--- src/rtl/core/hcb_ram.sv ---
// ----------------------------------------------------------------------------
// hcb_ram
// Generic simple dual-port RAM: one write port, one read port with the
// read data registered (old data on a collision).
// ----------------------------------------------------------------------------
module hcb_ram #(
    parameter int WIDTH = 8,
    parameter int DEPTH = 256,
    localparam int AW = (DEPTH > 1) ? $clog2(DEPTH) : 1
) (
    input  logic             i_clk,
    input  logic             i_we,
    input  logic [AW-1:0]    i_waddr,
    input  logic [WIDTH-1:0] i_wdata,
    input  logic [AW-1:0]    i_raddr,
    output logic [WIDTH-1:0] o_rdata
);

    logic [WIDTH-1:0] r_mem [DEPTH];
    logic [WIDTH-1:0] r_rdata;

    // Write port and registered read port.
    always_ff @(posedge i_clk) begin
        if (i_we) begin
            r_mem[i_waddr] <= i_wdata;
        end
        r_rdata <= r_mem[i_raddr];
    end

    assign o_rdata = r_rdata;

endmodule

--- config.mk ---
export PLATFORM = sky130hd
export DESIGN_NAME = hcb_ram
export DESIGN_NICKNAME = d
export VERILOG_FILES = /design/src/rtl/core/hcb_ram.sv
export SDC_FILE = /design/constraint.sdc
export NUM_CORES = 2
export LEC_CHECK = 0
export BUFFER_PORTS_ARGS = -buffer_cell sky130_fd_sc_hd__buf_2
export CAP_MARGIN = 25
export CORE_UTILIZATION = 55
export CTS_BUF_LIST = sky130_fd_sc_hd__clkbuf_2
export CTS_CLUSTER_DIAMETER = 100
export DETAILED_ROUTE_END_ITERATION = 12
export PLACE_DENSITY_LB_ADDON = 0.05
export SLEW_MARGIN = 20
export SYNTH_ARGS = -nofsm -noshare
export SYNTH_HDL_FRONTEND = slang
export SYNTH_SLANG_ARGS = --single-unit
--- constraint.sdc ---
create_clock -name i_clk -period 4.15 [get_ports i_clk]
set_clock_uncertainty 0.15 [all_clocks]
set_input_delay 0.83 -clock i_clk [delete_from_list [all_inputs] [get_ports i_clk]]
set_output_delay 0.83 -clock i_clk [all_outputs]
set_load 0.05 [all_outputs]
Word-level counts from Yosys, hierarchy flattened
Memories as Yosys holds them, arrays and structs flattened. A register that Yosys moved wholly into a read port is not among the register bits.
Index checks and enable logic that the tools add are counted.
{ "classes": {"n_mux": 2} }
{ "ops": {"columns": ["operator", "count"], "rows": [
  ["2-to-1 mux 1 bit", 2]
]} }
{ "word_totals": {"regBits": 0, "mem_bits_rw": 2048, "memories": 1} }
{ "mem_list": {"columns": ["name", "words", "word_bits", "rd", "rd_ports_with_merged_regs", "write_ports", "line_no", "text"], "rows": [
  ["r_mem", 256, 8, 1, 1, 1, "19", "logic [WIDTH-1:0] r_mem [DEPTH];"]
]} }

Logic depth before layout (Yosys ltp)
{ "depth": {"word_depth": 2, "mapped_depth": 11, "mapped_depth_nobuf": 6} }

Worst setup path before layout
No wires, ideal clock.
{ "synth_timing": {"kind": "input -> register", "startpoint": "in i_raddr[0]", "endpoint": "reg r_rdata[2], in the netlist o_rdata[2], read port of r_mem", "setup_ns": 0.131, "t_arrival_ns": 2.637, "slack_ns": 1.232, "cell_stages": 9, "path_buffers": 4, "path_cell_list": "buf_6 > buf_12 > buf_8 > buf_2 > mux4_2 > a22oi_1 > a21oi_1 > nor4_1 > nor4_2"} }
{ "synth_lines": {"columns": ["element", "line_no", "text"], "rows": [
  ["from (decl)", "15", "input logic [AW-1:0] i_raddr,"],
  ["to (decl)", "20", "logic [WIDTH-1:0] r_rdata;"]
]} }

Final worst setup path
{ "layout_timing": {"startpoint": "reg r_rdata[4], in the netlist o_rdata[4], read port of r_mem", "endpoint": "out o_rdata[4]"} }
{ "layout_lines": {"columns": ["element", "line_no", "text"], "rows": [
  ["to (decl)", "16", "output logic [WIDTH-1:0] o_rdata"]
]} }
No word-level cell between the ends.

==> summary.md <==
| Metric | Value |
|---|---|
| Global-route wire length before repair | 294000 µm |
| Worst hold start | i_wdata[7] |
| Clock share of power | 33.9% |
| Max cap viols | 0 |
| Sw frac | 24.3% |
| Post CTS Setup Buffer Count | 0 |
| Critical path fanouts, max | 1 |
| Cell Int Power | 28.8 mW |
| Top FF cell, synth | edfxtp_1 |
| Max-slew violations | 0 |
| Period minus WS final | 3.52 ns |
| Total placed cells including tap cells | 5761 |
| Rows | 139 |
| Reg-to-Reg End | o_rdata[3] |
| Area growth syn-to-layout | 11.3% |
| Cell class contributing the biggest share of worst-path delay | flip-flops |
| Post-synth EDFFs | 2048 |
| Fill cell count | 10300 |
| CTS Buffer Depth | 4 |
| Layout cells sized above 1 | 33.8% |
| Area leader, netlist | edfxtp_1 |
| Vias/cell | 6.24 |
| DR pass1 iterations | 5 |
| Skew-Pair Late Insertion Delay | 1.72 ns |
| IO Count | 34 |
| Worst slew pin tran | 1.20 ns |
| Critical path endpoint category | primary output |
| CTS sink count | 2056 |
| Clk slew on worst S/H paths | 0.09 ns |
| RSZ-0062 raised after global routing | no |
| Hold Path Class | primary input to flip-flop |
| Crit path arrival time | 2.54 ns |
| Tcrit/Tclk final | 84.9% |
| Flop pwr share | 60.2% |
| Fmax | 284 MHz |
| Final-report hold violation count | 0 |
| Slew headroom | 19.9% |
| Grt total ovfl | 0 |
| Die width | 382 µm |
| Post-layout power | 38.0 mW |
| Dpl hpwl | 125000 µm |
| TNS Setup | 0 ns |
| Core area | 0.143 mm² |
| Setup-failing EPs final | 0 |
| Synth Net Count | 3759 |
| Synth area leaders | edfxtp_1 (77%), mux4_2 (13%), mux2i_1 (1.7%) |
| Root Driver | clkbuf_2 |
| Req. time, crit path | 3.17 ns |
| Starting Density | 55.4% |
| DRT Wirelength | 203000 µm |
| Most frequent cells in the layout | edfxtp_1 (2048), clkbuf_2 (730), mux4_2 (454) |
| CTS Buf Count | 530 |
| Lkg Pwr | 28.9 nW |
| WS Path Type | flip-flop to primary output |
| Hold Crit Depth | 2 |
| Combinational power share | 5.9% |
| Yosys cell types | 55 |
| CTS H-tree depth | 6 |
| GPL Wtd Cong | 0.859 |
| Slowest CP cell | dfxtp_1 |
| Number of global-route vias before repair | 43100 |
| Initial antenna violation count | 13 |
| DR iter-0 viols | 4642 |
| Hold_ws | 0.113 ns |
| Register area share after synthesis | 77.5% |
| Startpoint types | flip-flop |
| Worst VDD drop | 0.369 mV |
| Cells after synthesis | 3733 |
| P_sw | 9.24 mW |
| Die Y | 382 µm |
| Ys async rst share | 0% |
| WHS Endpoint | r_mem[81][7] |
| Syn avg cell area | 21.3 µm² |
| Die area | 0.146 mm² |
| Worst r2r path cells | 7 |
| IO Port Bufs | 33 |
| DRC | 0 |
| CP max stage delay | 0.52 ns |
| Reg2Reg Launch Point | r_mem[83][3] |
| FF-to-FF setup slack | 0.89 ns |
| Status | complete, no violations |
| Largest net degree at the start of global routing | 153 |
| Synthesized area | 0.0796 mm² |
| ANT nets after route | 0 |
| Final #Nets | 4451 |
| Buffers & Inverters on Critical Path | 1 |
| Non-filler instance count after layout | 6664 |
| Yosys reg bits | 2056 |
| Most common cell after layout, fill and taps aside | edfxtp_1 |
| GRT Resource Usage Total | 28.2% |
| WL/cell | 30.5 µm |
| Vias | 41600 |
| CP Cell Sequence | buf_2 |
| Pwr/cell area | 430 mW/mm² |
| Post_cts resized | 0 |
| Ys Warns | 0 |
| Top-area cell type share of the netlist area | 77.3% |
| CTS tree | yes |
## metrics by stage
step	area, µm²	setup WS [ns]	utilization (%)
2_1_floorplan	79600	1.23	-
3_3_place_gp	83800	-0.496	58.4
3_5_place_dp	83800	-0.280	58.4
4_1_cts	88500	0.390	61.7
5_1_grt	88600	0.450	61.7
6_report	88600	0.629	61.7
## metal layers
metal  wire [µm]  share of wire (%)  GRT usage, %  vias up
met1       82700                 41          40.3    21800
met5          63              0.031             0        -
met2       98800                 49          44.3     2139
li1            -                  -             -    17400
met3       17200                8.5          5.76      285
met4        4470                2.2          8.78       10
## worst max path at each step
stage          startpoint         end  slack (ns)  depth (start not counted)
4_1_cts        o_rdata[4]  o_rdata[4]        0.39                          1
3_3_place_gp   i_raddr[0]  o_rdata[0]       -0.50                          7
5_1_grt        o_rdata[4]  o_rdata[4]        0.45                          1
6_report       o_rdata[4]  o_rdata[4]        0.63                          1
2_1_floorplan  i_raddr[0]  o_rdata[2]        1.23                          9
3_5_place_dp   i_raddr[0]  o_rdata[5]       -0.28                          9
## synth_stat cells, types with 3 or more instances
master / count
a221oi_1: 13
buf_1: 22
buf_6: 21
nor2_1: 282
nand2_1: 33
a22oi_1: 133
buf_4: 27
o221ai_1: 46
a22o_1: 8
o21ai_0: 10
nand3_1: 34
mux2i_1: 134
nor4_1: 24
a211oi_1: 16
nand2b_1: 8
nor3_1: 22
nor4_2: 3
buf_8: 13
buf_2: 31
a21oi_1: 96
o32ai_1: 4
or2_2: 4
buf_12: 8
nor2b_1: 31
edfxtp_1: 2048
clkbuf_1: 111
and2_1: 6
o22a_1: 5
nand4_1: 10
mux4_2: 454
o22ai_1: 28
dfxtp_1: 8
o211ai_1: 10
## cell type report
class	count	area, µm²	share of cell area (%)
flip-flops and latches	2056	61700	69.6
multi-input cells	1442	16500	18.6
clock buffers	730	3650	4.13
repair buffers	393	3640	4.11
well taps	1903	2380	2.69
clock inverters	129	698	0.788
diodes	9	22.5	0.0254
inverters	2	7.51	0.00848
## power groups by stage
stage | Combinational (mW) | Clock, mW | Sequential [mW]
final | 2.25 | 12.9 | 22.9
after global routing | 2.36 | 14.2 | 22.9
after CTS | 2.26 | 13.2 | 22.9
after detailed placement | 2.23 | 0 | 23.4
after global placement | 2.18 | 0 | 23.4
after floorplan | 1.11 | 0 | 23.4
## flip-flops by register name (all words and copies together) (netlist names)
register / flops
o_rdata: 8
r_mem: 2048
## kinds of logic after synthesis
family | count (synthesis) | synth area share (%)
DFF | 2056 | 77.5
buffers and inverters | 235 | 1.83
AOI/OAI and AO/OA | 385 | 3.42
and+or+nand+nor | 466 | 2.63
muxes | 591 | 14.6
## what timing repair did
item,4_1_cts,5_1_grt
setup endpoints to repair,0,0
hold buffers,34,0
hold endpoints to repair,3094,0
Note: power is estimated with default switching activity, not from simulation.
